===== config.mk =====
export PLATFORM = sky130hd
export DESIGN_NAME = tftp_read_receive_engine_flat
export DESIGN_NICKNAME = d
export VERILOG_FILES = /design/src/rtl/trre_pkg.sv /design/src/rtl/trre_if.sv /design/src/rtl/trre_in_reg.sv /design/src/rtl/trre_oack.sv /design/src/rtl/tftp_read_receive_engine.sv /design/src/flat_wrapper.sv
export VERILOG_INCLUDE_DIRS = /design/src /design/src/rtl
export SDC_FILE = /design/constraint.sdc
export NUM_CORES = 1
export LEC_CHECK = 0
export BUFFER_PORTS_ARGS = -buffer_cell sky130_fd_sc_hd__buf_2
export CORE_MARGIN = 1.5
export CORE_UTILIZATION = 33
export DETAILED_ROUTE_END_ITERATION = 10
export GPL_TIMING_DRIVEN = 0
export HOLD_SLACK_MARGIN = 0.15
export PLACE_DENSITY = 0.55
export SKIP_CTS_REPAIR_TIMING = 1
export SLEW_MARGIN = 25
export SYNTH_ARGS = -nofsm -noshare
export SYNTH_HDL_FRONTEND = slang
export SYNTH_SLANG_ARGS = --single-unit

===== constraint.sdc =====
create_clock -name clock -period 8.81 [get_ports clock]
set_input_delay 0.4405 -clock clock [delete_from_list [all_inputs] [get_ports clock]]
set_output_delay 0.4405 -clock clock [all_outputs]
set_load 0.03 [all_outputs]

===== src/rtl/tftp_read_receive_engine_assert.svh =====
// Assertion macros used by the receive engine RTL.
`ifndef TFTP_READ_RECEIVE_ENGINE_ASSERT_SVH
`define TFTP_READ_RECEIVE_ENGINE_ASSERT_SVH

// Same-cycle implication, checked outside reset.
`define TRRE_ASSERT_NOW(label, clk, rst, ante, cons) \
   label: assert property (@(posedge clk) disable iff (rst) (ante) |-> (cons)) \
      else $error("trre assertion failed");

// Next-cycle implication, checked outside reset.
`define TRRE_ASSERT_NEXT(label, clk, rst, ante, cons) \
   label: assert property (@(posedge clk) disable iff (rst) (ante) |=> (cons)) \
      else $error("trre assertion failed");

`endif


===== src/rtl/trre_pkg.sv =====
`timescale 1ns / 1ps
package trre_pkg;

   localparam logic [1:0] REQ_BYTE    = 2'd0;
   localparam logic [1:0] REQ_TIMEOUT = 2'd1;
   localparam logic [1:0] REQ_START   = 2'd2;

   localparam logic [15:0] OP_DATA  = 16'd3;
   localparam logic [15:0] OP_ERROR = 16'd5;
   localparam logic [15:0] OP_OACK  = 16'd6;

   localparam logic [2:0] ST_IDLE     = 3'd0;
   localparam logic [2:0] ST_RUNNING  = 3'd1;
   localparam logic [2:0] ST_COMPLETE = 3'd2;
   localparam logic [2:0] ST_ILLEGAL  = 3'd3;
   localparam logic [2:0] ST_TIMEOUT  = 3'd4;
   localparam logic [2:0] ST_REMOTE   = 3'd5;

   localparam logic [15:0] DEFAULT_BLOCK = 16'd512;
   localparam logic [3:0]  OPTION_LEN    = 4'd7;
   localparam logic [3:0]  RETRY_RESET   = 4'd10;

   typedef struct packed {
      logic [1:0] req_type;
      logic [7:0] packet_byte;
      logic       last_byte;
   } req_item_type;

   typedef struct packed {
      logic [3:0]  match_pos;
      logic        name_hit;
      logic        in_name;
      logic [15:0] accum;
      logic        digits_ok;
   } opt_type;

   localparam opt_type OPT_CLEAR = '{match_pos: 4'd0, name_hit: 1'b1, in_name: 1'b1,
                                     accum: 16'd0, digits_ok: 1'b1};

   // Characters of the option name "blksize".
   function automatic logic [7:0] option_char(input logic [2:0] pos);
      logic [7:0] c;
      unique case (pos)
         3'd0: c = 8'h62;
         3'd1: c = 8'h6C;
         3'd2: c = 8'h6B;
         3'd3: c = 8'h73;
         3'd4: c = 8'h69;
         3'd5: c = 8'h7A;
         3'd6: c = 8'h65;
         default: c = 8'h00;
      endcase
      return c;
   endfunction

endpackage


===== src/rtl/trre_if.sv =====
`timescale 1ns / 1ps
interface trre_req_if;
   logic       valid;
   logic       ready;
   logic [1:0] req_type;
   logic [7:0] packet_byte;
   logic       last_byte;
   modport source (output valid, req_type, packet_byte, last_byte, input ready);
   modport sink   (input valid, req_type, packet_byte, last_byte, output ready);
endinterface

interface trre_rsp_if;
   logic        valid;
   logic        ready;
   logic        write_valid;
   logic [7:0]  write_byte;
   logic        ack_strobe;
   logic [15:0] ack_block;
   logic        rrq_strobe;
   logic [2:0]  status;
   logic [15:0] remote_code;
   modport source (output valid, write_valid, write_byte, ack_strobe, ack_block,
                   rrq_strobe, status, remote_code, input ready);
   modport sink   (input valid, write_valid, write_byte, ack_strobe, ack_block,
                   rrq_strobe, status, remote_code, output ready);
endinterface

interface trre_csr_if;
   logic       valid;
   logic       ready;
   logic [3:0] retry_limit;
   modport source (output valid, retry_limit, input ready);
   modport sink   (input valid, retry_limit, output ready);
endinterface


===== src/rtl/trre_in_reg.sv =====
`timescale 1ns / 1ps
module trre_in_reg (
   input  logic                  clock,
   input  logic                  reset,
   input  logic                  in_valid,
   output logic                  in_ready,
   input  trre_pkg::req_item_type in_item,
   input  logic                  advance,
   output logic                  held_valid,
   output trre_pkg::req_item_type held_item
);
   import trre_pkg::*;

   logic         valid_ff;
   logic         valid_in;
   req_item_type item_ff;
   logic         load;

   assign in_ready = !valid_ff || advance;
   assign load     = in_valid && in_ready;

   always_comb begin
      if (load) begin
         valid_in = 1'b1;
      end else if (advance) begin
         valid_in = 1'b0;
      end else begin
         valid_in = valid_ff;
      end
   end

   always_ff @(posedge clock) begin
      if (reset) begin
         valid_ff <= 1'b0;
      end else begin
         valid_ff <= valid_in;
      end
   end

   // Payload needs no reset; load only on accept.
   always_ff @(posedge clock) begin
      if (load) begin
         item_ff <= in_item;
      end
   end

   assign held_valid = valid_ff;
   assign held_item  = item_ff;

endmodule


===== src/rtl/trre_oack.sv =====
`timescale 1ns / 1ps
module trre_oack (
   input  trre_pkg::opt_type opt_cur,
   input  logic [7:0]        data_byte,
   output trre_pkg::opt_type opt_next,
   output logic              pend_set,
   output logic [15:0]       pend_value
);
   import trre_pkg::*;

   logic [19:0] prod;
   logic        is_digit;

   assign is_digit = (data_byte >= 8'h30) && (data_byte <= 8'h39);
   // accum * 10 + digit as two shifts and two adds
   assign prod = {1'b0, opt_cur.accum, 3'b000} + {3'b000, opt_cur.accum, 1'b0}
               + {16'd0, data_byte[3:0]};

   always_comb begin
      opt_next   = opt_cur;
      pend_set   = 1'b0;
      pend_value = opt_cur.accum;
      if (data_byte != 8'h00) begin
         if (opt_cur.in_name) begin
            if ((opt_cur.match_pos < OPTION_LEN)
                && (data_byte == option_char(opt_cur.match_pos[2:0]))) begin
               opt_next.match_pos = opt_cur.match_pos + 4'd1;
            end else begin
               opt_next.name_hit = 1'b0;
            end
         end else if (opt_cur.digits_ok && is_digit) begin
            opt_next.accum = (prod > 20'd65535) ? 16'hFFFF : prod[15:0];
         end else begin
            opt_next.digits_ok = 1'b0;
         end
      end else if (opt_cur.in_name) begin
         opt_next.in_name = 1'b0;
      end else begin
         // close the pair; keep a nonzero blksize value
         if (opt_cur.name_hit && (opt_cur.match_pos == OPTION_LEN)
             && (opt_cur.accum != 16'd0)) begin
            pend_set = 1'b1;
         end
         opt_next = OPT_CLEAR;
      end
   end

endmodule


===== src/rtl/tftp_read_receive_engine.sv =====
`timescale 1ns / 1ps
// TFTP read receive engine: takes one word per cycle on req_bus (a received
// packet byte, a receive timeout tick, or a start command) while the result
// side is not stalled, and returns exactly one result word per input word on
// rsp_bus through the input register and then the result register. Sustained
// rate is one word per clock when unstalled; it is set by the combinational
// update of the transfer state between the input and result registers, which
// let a new word enter while a finished result waits. The result carries
// payload bytes of new DATA blocks, ACK and read request send strobes, the
// transfer status and the remote error code. retry_limit is written through
// csr_bus, which is always ready; write it only while idle.
module tftp_read_receive_engine (
   input  logic       clock,
   input  logic       reset,
   trre_req_if.sink   req_bus,
   trre_rsp_if.source rsp_bus,
   trre_csr_if.sink   csr_bus
);
   import trre_pkg::*;
   `include "tftp_read_receive_engine_assert.svh"

   // transfer phase codes
   localparam logic [1:0] PH_IDLE  = 2'd0;
   localparam logic [1:0] PH_RUN   = 2'd1;
   localparam logic [1:0] PH_ENDED = 2'd2;

   // ---------------- input register ----------------
   req_item_type req_item;
   req_item_type cur;
   logic         cur_valid;
   logic         advance;
   logic         fire;

   assign req_item = '{req_type: req_bus.req_type, packet_byte: req_bus.packet_byte,
                       last_byte: req_bus.last_byte};

   trre_in_reg u_in_reg (
      .clock     (clock),
      .reset     (reset),
      .in_valid  (req_bus.valid),
      .in_ready  (req_bus.ready),
      .in_item   (req_item),
      .advance   (advance),
      .held_valid(cur_valid),
      .held_item (cur)
   );

   // ---------------- transfer state ----------------
   logic [3:0]  retry_ff;
   logic [1:0]  phase_ff,   phase_in;
   logic [2:0]  status_ff,  status_in;
   logic [15:0] remote_ff,  remote_in;
   logic [15:0] last_ff,    last_in;
   logic [3:0]  touts_ff,   touts_in;
   logic [15:0] bsize_ff,   bsize_in;
   logic [16:0] bytes_ff,   bytes_in;
   logic [15:0] opcode_ff,  opcode_in;
   logic [15:0] word_ff,    word_in;
   logic        fresh_ff,   fresh_in;
   opt_type     opt_ff,     opt_in;
   logic [15:0] pend_ff,    pend_in;
   logic        pvalid_ff,  pvalid_in;

   // ---------------- result register ----------------
   logic        out_v_ff;
   logic        wv_ff,  wv_in;
   logic [7:0]  wb_ff,  wb_in;
   logic        sa_ff,  sa_in;
   logic [15:0] ab_ff,  ab_in;
   logic        sr_ff,  sr_in;

   // Advance the input register when the result register is free or drains.
   assign advance = !out_v_ff || rsp_bus.ready;
   assign fire    = cur_valid && advance;

   // csr writes are taken at once
   logic csr_take;

   assign csr_bus.ready = 1'b1;
   assign csr_take      = csr_bus.valid && csr_bus.ready;

   // OACK option parser on the current byte
   opt_type     opt_nx;
   logic        pend_set;
   logic [15:0] pend_value;

   trre_oack u_oack (
      .opt_cur   (opt_ff),
      .data_byte (cur.packet_byte),
      .opt_next  (opt_nx),
      .pend_set  (pend_set),
      .pend_value(pend_value)
   );

   logic [16:0] limit;
   logic [3:0]  touts_inc;

   assign limit     = {1'b0, bsize_ff} + 17'd4;
   assign touts_inc = (touts_ff < 4'd15) ? touts_ff + 4'd1 : touts_ff;

   always_comb begin
      phase_in  = phase_ff;
      status_in = status_ff;
      remote_in = remote_ff;
      last_in   = last_ff;
      touts_in  = touts_ff;
      bsize_in  = bsize_ff;
      bytes_in  = bytes_ff;
      opcode_in = opcode_ff;
      word_in   = word_ff;
      fresh_in  = fresh_ff;
      opt_in    = opt_ff;
      pend_in   = pend_ff;
      pvalid_in = pvalid_ff;
      wv_in     = 1'b0;
      wb_in     = 8'd0;
      sa_in     = 1'b0;
      ab_in     = 16'd0;
      sr_in     = 1'b0;

      if (fire) begin
         priority if (cur.req_type == REQ_START) begin
            // restart from any phase and ask for the read request
            last_in   = 16'd0;
            touts_in  = 4'd0;
            bsize_in  = DEFAULT_BLOCK;
            remote_in = 16'd0;
            bytes_in  = 17'd0;
            opcode_in = 16'd0;
            word_in   = 16'd0;
            fresh_in  = 1'b0;
            pend_in   = 16'd0;
            pvalid_in = 1'b0;
            opt_in    = OPT_CLEAR;
            phase_in  = PH_RUN;
            status_in = ST_RUNNING;
            sr_in     = 1'b1;
         end else if ((cur.req_type == REQ_TIMEOUT) && (phase_ff == PH_RUN)) begin
            // drop the partial packet, resend request or last ACK
            bytes_in  = 17'd0;
            opcode_in = 16'd0;
            word_in   = 16'd0;
            fresh_in  = 1'b0;
            pend_in   = 16'd0;
            pvalid_in = 1'b0;
            opt_in    = OPT_CLEAR;
            if (last_ff == 16'd0) begin
               sr_in = 1'b1;
            end else begin
               sa_in = 1'b1;
               ab_in = last_ff;
            end
            touts_in = touts_inc;
            if (touts_inc >= retry_ff) begin
               phase_in  = PH_ENDED;
               status_in = ST_TIMEOUT;
            end
         end else if ((cur.req_type == REQ_BYTE) && (phase_ff == PH_RUN)) begin
            // bytes past block size plus four are dropped
            if (bytes_ff < limit) begin
               if (bytes_ff == 17'd0) begin
                  opcode_in = {cur.packet_byte, 8'h00};
               end else if (bytes_ff == 17'd1) begin
                  opcode_in = {opcode_ff[15:8], cur.packet_byte};
               end else begin
                  if (bytes_ff <= 17'd3) begin
                     word_in = {word_ff[7:0], cur.packet_byte};
                  end
                  if ((bytes_ff == 17'd3) && (opcode_ff == OP_DATA)) begin
                     fresh_in = (word_in != last_ff);
                  end
                  if ((bytes_ff >= 17'd4) && (opcode_ff == OP_DATA) && fresh_ff) begin
                     wv_in = 1'b1;
                     wb_in = cur.packet_byte;
                  end
                  if (opcode_ff == OP_OACK) begin
                     opt_in = opt_nx;
                     if (pend_set) begin
                        pend_in   = pend_value;
                        pvalid_in = 1'b1;
                     end
                  end
               end
               bytes_in = bytes_ff + 17'd1;
            end
            if (cur.last_byte) begin
               // close the packet on its marked last byte
               if (bytes_in < 17'd2) begin
                  phase_in  = PH_ENDED;
                  status_in = ST_ILLEGAL;
               end else if (opcode_in == OP_DATA) begin
                  if (bytes_in < 17'd4) begin
                     phase_in  = PH_ENDED;
                     status_in = ST_ILLEGAL;
                  end else begin
                     touts_in = 4'd0;
                     sa_in    = 1'b1;
                     ab_in    = word_in;
                     if (fresh_in) begin
                        last_in = word_in;
                        if (bytes_in < limit) begin
                           phase_in  = PH_ENDED;
                           status_in = ST_COMPLETE;
                        end
                     end
                  end
               end else if (opcode_in == OP_ERROR) begin
                  if (bytes_in < 17'd4) begin
                     phase_in  = PH_ENDED;
                     status_in = ST_ILLEGAL;
                  end else begin
                     remote_in = word_in;
                     phase_in  = PH_ENDED;
                     status_in = ST_REMOTE;
                  end
               end else if (opcode_in == OP_OACK) begin
                  touts_in = 4'd0;
                  if (pvalid_in) begin
                     bsize_in = pend_in;
                  end
                  sa_in = 1'b1;
                  ab_in = 16'd0;
               end else begin
                  phase_in  = PH_ENDED;
                  status_in = ST_ILLEGAL;
               end
               bytes_in  = 17'd0;
               opcode_in = 16'd0;
               word_in   = 16'd0;
               fresh_in  = 1'b0;
               pend_in   = 16'd0;
               pvalid_in = 1'b0;
               opt_in    = OPT_CLEAR;
            end
         end else begin
            // idle or ended phase, or an unused request code: no effect
            phase_in = phase_ff;
         end
      end
   end

   always_ff @(posedge clock) begin
      if (reset) begin
         retry_ff  <= RETRY_RESET;
         phase_ff  <= PH_IDLE;
         status_ff <= ST_IDLE;
         remote_ff <= 16'd0;
         last_ff   <= 16'd0;
         touts_ff  <= 4'd0;
         bsize_ff  <= DEFAULT_BLOCK;
         bytes_ff  <= 17'd0;
         opcode_ff <= 16'd0;
         word_ff   <= 16'd0;
         fresh_ff  <= 1'b0;
         opt_ff    <= OPT_CLEAR;
         pend_ff   <= 16'd0;
         pvalid_ff <= 1'b0;
         out_v_ff  <= 1'b0;
      end else begin
         if (csr_take) begin
            retry_ff <= csr_bus.retry_limit;
         end
         phase_ff  <= phase_in;
         status_ff <= status_in;
         remote_ff <= remote_in;
         last_ff   <= last_in;
         touts_ff  <= touts_in;
         bsize_ff  <= bsize_in;
         bytes_ff  <= bytes_in;
         opcode_ff <= opcode_in;
         word_ff   <= word_in;
         fresh_ff  <= fresh_in;
         opt_ff    <= opt_in;
         pend_ff   <= pend_in;
         pvalid_ff <= pvalid_in;
         // hold the result until taken, refill on each step
         if (advance) begin
            out_v_ff <= cur_valid;
         end
      end
   end

   // Result payload: load with each step; status and code follow the step.
   logic [2:0]  rstat_ff;
   logic [15:0] rcode_ff;

   always_ff @(posedge clock) begin
      if (fire) begin
         wv_ff    <= wv_in;
         wb_ff    <= wb_in;
         sa_ff    <= sa_in;
         ab_ff    <= ab_in;
         sr_ff    <= sr_in;
         rstat_ff <= status_in;
         rcode_ff <= remote_in;
      end
   end

   assign rsp_bus.valid        = out_v_ff;
   assign rsp_bus.write_valid  = wv_ff;
   assign rsp_bus.write_byte   = wb_ff;
   assign rsp_bus.ack_strobe   = sa_ff;
   assign rsp_bus.ack_block    = ab_ff;
   assign rsp_bus.rrq_strobe   = sr_ff;
   assign rsp_bus.status       = rstat_ff;
   assign rsp_bus.remote_code  = rcode_ff;

   // ---------------- checks ----------------
   logic start_fire;
   logic run_seen;

   assign start_fire = fire && (cur.req_type == REQ_START);
   assign run_seen   = (rstat_ff == ST_RUNNING) && (phase_ff == PH_RUN);

   `TRRE_ASSERT_NOW(a_write_no_request, clock, reset, out_v_ff && wv_ff, !sr_ff)
   `TRRE_ASSERT_NEXT(a_start_runs, clock, reset, start_fire, run_seen)
   `TRRE_ASSERT_NEXT(a_csr_write, clock, reset, csr_take, retry_ff == $past(csr_bus.retry_limit))

endmodule

===== src/flat_wrapper.sv =====
// flat-port wrapper written by rule: the top's interface ports become plain ports
module tftp_read_receive_engine_flat import trre_pkg::*;
  (clock, reset, req_bus_valid, req_bus_req_type, req_bus_packet_byte, req_bus_last_byte, req_bus_ready, rsp_bus_valid, rsp_bus_write_valid, rsp_bus_write_byte, rsp_bus_ack_strobe, rsp_bus_ack_block, rsp_bus_rrq_strobe, rsp_bus_status, rsp_bus_remote_code, rsp_bus_ready, csr_bus_valid, csr_bus_retry_limit, csr_bus_ready);
  trre_req_if req_bus_i ();
  trre_rsp_if rsp_bus_i ();
  trre_csr_if csr_bus_i ();
  input  logic clock;
  input  logic reset;
  input wire logic [$bits(req_bus_i.valid)-1:0] req_bus_valid;
  input wire logic [$bits(req_bus_i.req_type)-1:0] req_bus_req_type;
  input wire logic [$bits(req_bus_i.packet_byte)-1:0] req_bus_packet_byte;
  input wire logic [$bits(req_bus_i.last_byte)-1:0] req_bus_last_byte;
  output wire logic [$bits(req_bus_i.ready)-1:0] req_bus_ready;
  output wire logic [$bits(rsp_bus_i.valid)-1:0] rsp_bus_valid;
  output wire logic [$bits(rsp_bus_i.write_valid)-1:0] rsp_bus_write_valid;
  output wire logic [$bits(rsp_bus_i.write_byte)-1:0] rsp_bus_write_byte;
  output wire logic [$bits(rsp_bus_i.ack_strobe)-1:0] rsp_bus_ack_strobe;
  output wire logic [$bits(rsp_bus_i.ack_block)-1:0] rsp_bus_ack_block;
  output wire logic [$bits(rsp_bus_i.rrq_strobe)-1:0] rsp_bus_rrq_strobe;
  output wire logic [$bits(rsp_bus_i.status)-1:0] rsp_bus_status;
  output wire logic [$bits(rsp_bus_i.remote_code)-1:0] rsp_bus_remote_code;
  input wire logic [$bits(rsp_bus_i.ready)-1:0] rsp_bus_ready;
  input wire logic [$bits(csr_bus_i.valid)-1:0] csr_bus_valid;
  input wire logic [$bits(csr_bus_i.retry_limit)-1:0] csr_bus_retry_limit;
  output wire logic [$bits(csr_bus_i.ready)-1:0] csr_bus_ready;
  assign req_bus_i.valid = req_bus_valid;
  assign req_bus_i.req_type = req_bus_req_type;
  assign req_bus_i.packet_byte = req_bus_packet_byte;
  assign req_bus_i.last_byte = req_bus_last_byte;
  assign req_bus_ready = req_bus_i.ready;
  assign rsp_bus_valid = rsp_bus_i.valid;
  assign rsp_bus_write_valid = rsp_bus_i.write_valid;
  assign rsp_bus_write_byte = rsp_bus_i.write_byte;
  assign rsp_bus_ack_strobe = rsp_bus_i.ack_strobe;
  assign rsp_bus_ack_block = rsp_bus_i.ack_block;
  assign rsp_bus_rrq_strobe = rsp_bus_i.rrq_strobe;
  assign rsp_bus_status = rsp_bus_i.status;
  assign rsp_bus_remote_code = rsp_bus_i.remote_code;
  assign rsp_bus_i.ready = rsp_bus_ready;
  assign csr_bus_i.valid = csr_bus_valid;
  assign csr_bus_i.retry_limit = csr_bus_retry_limit;
  assign csr_bus_ready = csr_bus_i.ready;
  tftp_read_receive_engine u_core (.clock(clock), .reset(reset), .req_bus(req_bus_i), .rsp_bus(rsp_bus_i), .csr_bus(csr_bus_i));
endmodule

### Word-level counts from Yosys, hierarchy flattened

Index checks and enable logic that the tools add are counted.

* flip-flop bits (word level): 210
* word-level logic and storage cells: 317
* output and inout port bits: 49

* $lt $le $gt $ge: 12
* reduce and logical (&&, ||, !) cells: 46
* equality and inequality tests: 41
* add/subtract/negate cells: 6
* multiplexer cells: 179
* bitwise gates (word level): 3

Operators with widths (count)
* $mux W16: 69
* $mux W17: 12
* $mux W23: 8
* $pmux W7 S7: 1
* $eq A16 B3 Y1 const B: 3
* $mux W1: 46
* $mux W4: 11
* $mux W3: 14
* $lt A17 B17 Y1: 2
* $eq A16 B2 Y1 const B: 2
* $reduce_and A9 Y1: 3
* $mux W2: 12
* $mux W8: 3
* $reduce_and A8 Y1: 3
* $reduce_and A7 Y1: 3
* $add A19 B17 Y20: 1
* $add A20 B4 Y20: 1
* $gt A20 B16 Y1 const B: 1
* $add A16 B3 Y17 const B: 1
* $add A17 B1 Y17 const B: 1
* $eq A17 B1 Y1 const B: 1
* $eq A17 B2 Y1 const B: 1
* $ge A17 B3 Y1 const B: 1
* $le A17 B2 Y1 const B: 1
* other kinds (46): 86

### Longest topological paths before layout

* depth after elaboration: 27
* gate-level depth with buffers: 27
* mapped depth without buffers: 26

### Cells and area by module

A second synthesis with hierarchy kept.

* cell total of the unflattened synthesis: 1472
* area, all modules: 12952.4 sq um

By module, submodules not included
* tftp_read_receive_engine: sequential area each 4424.2 sq um, cells an instance 1174, instances 1, area each 10573.9 sq um
* trre_oack: sequential area each 0.0 sq um, cells an instance 282, instances 1, area each 1993.2 sq um
* trre_in_reg: sequential area each 350.3 sq um, cells an instance 16, instances 1, area each 385.4 sq um

### Least setup slack after synthesis

No wires, ideal clock.

* kind: register to register
* start: reg u_core.bsize_ff[2]
* end: reg u_core.rstat_ff[2] (netlist: u_core.rsp_bus.status[2]) (data pin)
* required time: 8.548 ns
* arrival: 4.899 ns
* path slack: 3.649 ns
* clock period less this slack: 5.161 ns
* setup time: 0.262 ns
* stages on the path, launching flop included: 25
* path through: dfxtp_1 -> ha_1 -> and3_1 -> clkbuf_1 -> xnor2_1 -> ha_1 -> a2111oi_0 -> o21ai_0 -> o2111ai_1 -> a211oi_4 -> buf_4 -> nor3_1 -> nand2_1 -> xnor2_1 -> ha_1 -> a21o_1 -> a21o_1 -> a21oi_1 -> nand3_1 -> o31ai_1 -> o21ai_0 -> nor4b_1 -> o311ai_2 -> and3_1 -> nor3_1

* cells in the longest elaborated chain, start to end: 18
* elaborated cells on any way between the ends: 36
* classes of those cells: add/sub: 1; order compare: 4; eq/ne: 3; mux: 28

RTL lines
* start: declaration: line tftp_read_receive_engine.sv:55 `logic [15:0] bsize_ff, bsize_in;`
* start signal: assignment: line tftp_read_receive_engine.sv:268 `bsize_ff <= bsize_in;`
* $add A16 B3 Y17 (*): line tftp_read_receive_engine.sv:98 `assign limit = {1'b0, bsize_ff} + 17'd4;`
* $lt A17 B17 Y1: line tftp_read_receive_engine.sv:160 `if (bytes_ff < limit) begin`
* $mux W17: line tftp_read_receive_engine.sv:160
* $mux W17: line tftp_read_receive_engine.sv:158 `end else if ((cur.req_type == REQ_BYTE) && (phase_ff == PH_RUN)) begin`
* $mux W17: line tftp_read_receive_engine.sv:138 `end else if ((cur.req_type == REQ_TIMEOUT) && (phase_ff == PH_RUN)) begin`
* $mux W17: line tftp_read_receive_engine.sv:122 `priority if (cur.req_type == REQ_START) begin`
* $mux W17: line tftp_read_receive_engine.sv:121 `if (fire) begin`
* $lt A17 B17 Y1: line tftp_read_receive_engine.sv:201 `if (bytes_in < limit) begin`
* [3 not listed]
* $mux W3: line tftp_read_receive_engine.sv:191 `end else if (opcode_in == OP_DATA) begin`
* $mux W3 (*): line tftp_read_receive_engine.sv:188 `if (bytes_in < 17'd2) begin`
* $mux W3 (*): line tftp_read_receive_engine.sv:186 `if (cur.last_byte) begin`
* $mux W3 (*): line tftp_read_receive_engine.sv:158
* $mux W3 (*): line tftp_read_receive_engine.sv:138
* $mux W3 (*): line tftp_read_receive_engine.sv:122
* $mux W3 (*): line tftp_read_receive_engine.sv:121
* via u_core.status_in[2]: line tftp_read_receive_engine.sv:51 `logic [2:0] status_ff, status_in;`
* end signal: assignment: line tftp_read_receive_engine.sv:294 `rstat_ff <= status_in;`
* end: declaration: line tftp_read_receive_engine.sv:284 `logic [2:0] rstat_ff;`

Mark *: on every way through the listed nets, which the timed path passes. The rest lies on a longest branch. The select of a mux whose other input is x is not followed.
A chain may end at the register's enable or synchronous reset.

### Worst setup path after layout

Same ends and word-level chain as after synthesis.

==> results.yml <==
global_routing:
  grt_pass1_vias: 10450
  grt_start_max_net_pins: 52
  grt_pass1_wl_um: 58220
  antenna_found_initial: 0
  global_route.usage.total_pct: 18.84
  grt_remaining_overflow: 0
yosys:
  synth.yosys.warnings: 0
  ys_dominant_reg_cell: "sky130_fd_sc_hd__dfxtp_1"
  synth.avg_cell_area_um2: 8.747
  synth_top_area_cell: "sky130_fd_sc_hd__dfxtp_1"
  yosys.cell_types.count: 87
  ys_async_sr_fraction_pct: 0
  synth_enable_flop_cells: 57
  ys_seq_elements: 210
  syn_nets: 1522
  synth.yosys.seq_area_share_pct: 38.09
  post_synth_main_area_contributors: "sky130_fd_sc_hd__dfxtp_1 24%, sky130_fd_sc_hd__edfxtp_1 14%, sky130_fd_sc_hd__ha_1 6.7%"
  synthesis.area_um2: 12530
  synthesis.instances: 1433
  area_fraction_of_the_dominant_cell_type_after_synthesis_pct: 24.44
detailed_routing:
  residual_drc: 0
  firstDrtPassIters: 5
  vias: 11070
  wl_um: 36930
  ant_nets: 0
  post_drt_via_cell_ratio: 5.344
  route.detailed.wl_per_inst_um: 17.82
  drt-initial-drc-count: 681
timing:
  report.final.setup_viol: 0
  largest_clock_skew_in_the_final_design_ns: 0.01570
  slew_violations: 0
  timing.slew.headroom_pct: 28.17
  rsz0062_at_grt: "false"
  crit_share_post_route_pct: 73.98
  final_hold_violations: 0
  worstMarginPinSlew_ns: 1.073
  timing.setup.tns_ns: 0
  finalWorstPathRequiredPeriod_ns: 6.518
  final_critical_path_setup_slack_ns: 2.292
  fmax_ghz: 0.1534
finish:
  fraction_of_final_layout_cells_sized_beyond_drive_strength_1_pct: 10.95
  num-nets-final: 1630
  area_growth_syn_to_layout_pct: 15.41
  most-common-layout-cells: "155 x sky130_fd_sc_hd__nor2_1, 153 x sky130_fd_sc_hd__dfxtp_1, 140 x sky130_fd_sc_hd__nand2_1"
  layout.cell_area.non_filler_um2: 14470
  antenna_cells_inserted: 0
  mostFrequentLayoutCell: "sky130_fd_sc_hd__nor2_1"
floorplan:
  fp.dieH_um: 197.9
  count_of_boundary_i_o_pins: 69
  std_cell_rows: 71
  core_area_um2: 37490
  fp.dieArea_um2: 39160
  initial_standard_cell_utilization_of_the_core_pct: 33.44
  die_w_um: 197.9
pwr:
  sequentialPowerShare_pct: 46.8
  p_sw_share_pct: 24.28
  powerDensity_nw_per_um2: 149.6
  switchingPower_w: 0.0005254
  share_clk_of_total_power_pct: 47.5
  power.share.combinational_pct: 5.7
  vdd_ir_drop_max_v: 0.0001243
  p_leak_nw: 5.384
  power_report.internal_total_w: 0.001638
setup_path:
  critical_path_arrival_ns: 6.80
  criticalPathCategory: "flop to flop"
  largest_driver_fanout_on_the_critical_path: 10
  critPathLaunchType: "flop"
  end_kind: "flop"
  cp_data_required_time_ns: 9.09
placed_design:
  gp_routability_congestion: 0.9049
  placed_cell_area_um2: 13510
  hpwlAfterDp_um: 27670
  placement.io_buffers: 66
  detailedPlace.worstSlack_ns: 2.410
clocking:
  worst_setup_hold_path_clk_slew_ns: 0.06
  cts_tree: "yes"
  sinks_on_the_clock_net: 210
  cts-htree-levels: 1
  root_buffer: "sky130_fd_sc_hd__clkbuf_16"
  clock_latency_of_the_later_clocked_register_in_the_worst_skew_pair_ns: 0.55
  tritoncts.num_buffers: 26
  ctsLongestPathBuffers: 3
hold_path:
  hold_path_class: "primary input to flop"
run:
  max_cap_viol_count: 0
outcome:
  status: "complete, no violations"
## power groups by stage
stage	Combinational (W)	Clock [W]	Sequential, W
2_1_floorplan	0.0000535	0	0.00106
3_3_place_gp	0.000118	0	0.00103
3_5_place_dp	0.000119	0	0.00103
4_1_cts	0.000119	0.00105	0.00101
5_1_grt	0.000133	0.00109	0.00101
6_report	0.000124	0.00103	0.00101
## logic make-up after synthesis
logic type	share of synthesized area [%]
other	0.02992
adders and majority gates	7.007
and+or+nand+nor	23.33
DFF	38.09
buffers and inverters	4.312
AOI/OAI and AO/OA	18.49
xor gates and xnor gates	4.731
muxes	4.013
## through the flow
| stage | std cells | utilization [%] | hold slack (ns) | total power (W) |
|---|---|---|---|---|
| 6_report | 2072 | 38.59 | 0.1554 | 0.002164 |
| 5_1_grt | 2072 | 38.59 | 0.1928 | 0.002235 |
| 2_1_floorplan | 1433 | - | 0.4227 | 0.001109 |
| 3_5_place_dp | 2010 | 36.05 | 0.4461 | 0.001153 |
| 4_1_cts | 2058 | 38.22 | 0.05180 | 0.002184 |
| 3_3_place_gp | 2010 | 36.02 | 0.4346 | 0.001153 |
## metal layers
| metal | vias up | global-route usage [%] | wire length, µm |
|---|---|---|---|
| met5 | - | 0 | 0 |
| li1 | 5434 | - | - |
| met3 | 59 | 2.708 | 2163 |
| met4 | 0 | 5.513 | 909 |
| met2 | 307 | 30.14 | 16560 |
| met1 | 5272 | 26.24 | 17300 |
## critical path, cell delays in order, from the launching register on
cell and delay (ns):
sky130_fd_sc_hd__dfxtp_1 0.47, sky130_fd_sc_hd__ha_1 0.26, sky130_fd_sc_hd__and3_1 0.17, sky130_fd_sc_hd__clkbuf_1 0.21, sky130_fd_sc_hd__xnor2_1 0.15, sky130_fd_sc_hd__ha_1 0.23
sky130_fd_sc_hd__a2111oi_0 0.33, sky130_fd_sc_hd__o21ai_0 0.18, sky130_fd_sc_hd__o2111ai_1 0.20, sky130_fd_sc_hd__a211oi_4 0.17, sky130_fd_sc_hd__buf_4 0.25, sky130_fd_sc_hd__nor3_1 0.75
sky130_fd_sc_hd__nand2_1 0.21, sky130_fd_sc_hd__xnor2_1 0.18, sky130_fd_sc_hd__ha_1 0.33, sky130_fd_sc_hd__a21o_1 0.19, sky130_fd_sc_hd__a21o_1 0.17, sky130_fd_sc_hd__a21oi_1 0.19
sky130_fd_sc_hd__nand3_1 0.10, sky130_fd_sc_hd__o31ai_1 0.34, sky130_fd_sc_hd__o21ai_0 0.12, sky130_fd_sc_hd__nor4b_1 0.17, sky130_fd_sc_hd__o311ai_2 0.56, sky130_fd_sc_hd__and3_1 0.28
sky130_fd_sc_hd__nor3_1 0.06
## registers in the layout (all words and copies together) (netlist names), 2 cells and up
name,count
u_core.remote_ff,16
u_core.rsp_bus.ack_block,16
u_core.touts_ff,4
u_core.pend_ff,16
u_core.word_ff,16
u_core.rsp_bus.remote_code,16
u_core.phase_ff,2
u_core.bsize_ff,16
u_core.rsp_bus.status,3
u_core.u_in_reg.held_item,11
u_core.retry_ff,4
u_core.bytes_ff,17
u_core.rsp_bus.write_byte,8
u_core.opcode_ff,16
u_core.last_ff,16
u_core.status_ff,3
u_core.opt_ff,23
## synth_stat cells, drive strengths merged, types with 4 or more instances
cell type	number
o21ai	109
o31a	4
nor2	155
buf	26
a2111oi	8
dfxtp	153
or3	26
nor2b	12
clkbuf	58
a21o	9
a22o	6
inv	44
mux2i	42
edfxtp	57
and2	37
o2bb2ai	33
a22oi	23
a221oi	4
and4	6
a21boi	6
ha	67
nand2	141
and3	11
nor4	46
xor2	27
nor3	25
a31oi	11
nand4	20
nand2b	10
xnor2	33
mux2	7
or4	4
o21a	9
nand3	55
a211oi	4
a21oi	86
o211ai	6
or2	6
## final cells by class
class	count	area, µm²
Clock inverter	13	97.59
Multi-Input combinational cell	1095	7226
Inverter	44	167.7
Buffer	84	375.4
Clock buffer	35	715.7
Sequential cell	210	4775
Fill cell	3909	23020
Tap cell	511	639.4
Timing Repair Buffer	80	470.5
## worst paths after layout
kind,slack (ns),depth (start not counted),startpoint,end
max,2.29,24,u_core.bsize_ff[2],u_core.rsp_bus.status[2]
min,0.16,3,csr_bus_retry_limit[0],u_core.retry_ff[0]
max reg2reg,2.29,24,u_core.bsize_ff[2],u_core.rsp_bus.status[2]
min reg2reg,0.46,2,u_core.opt_ff[18],u_core.opt_ff[18]
No activity file was read; power rests on OpenSTA's default activity.
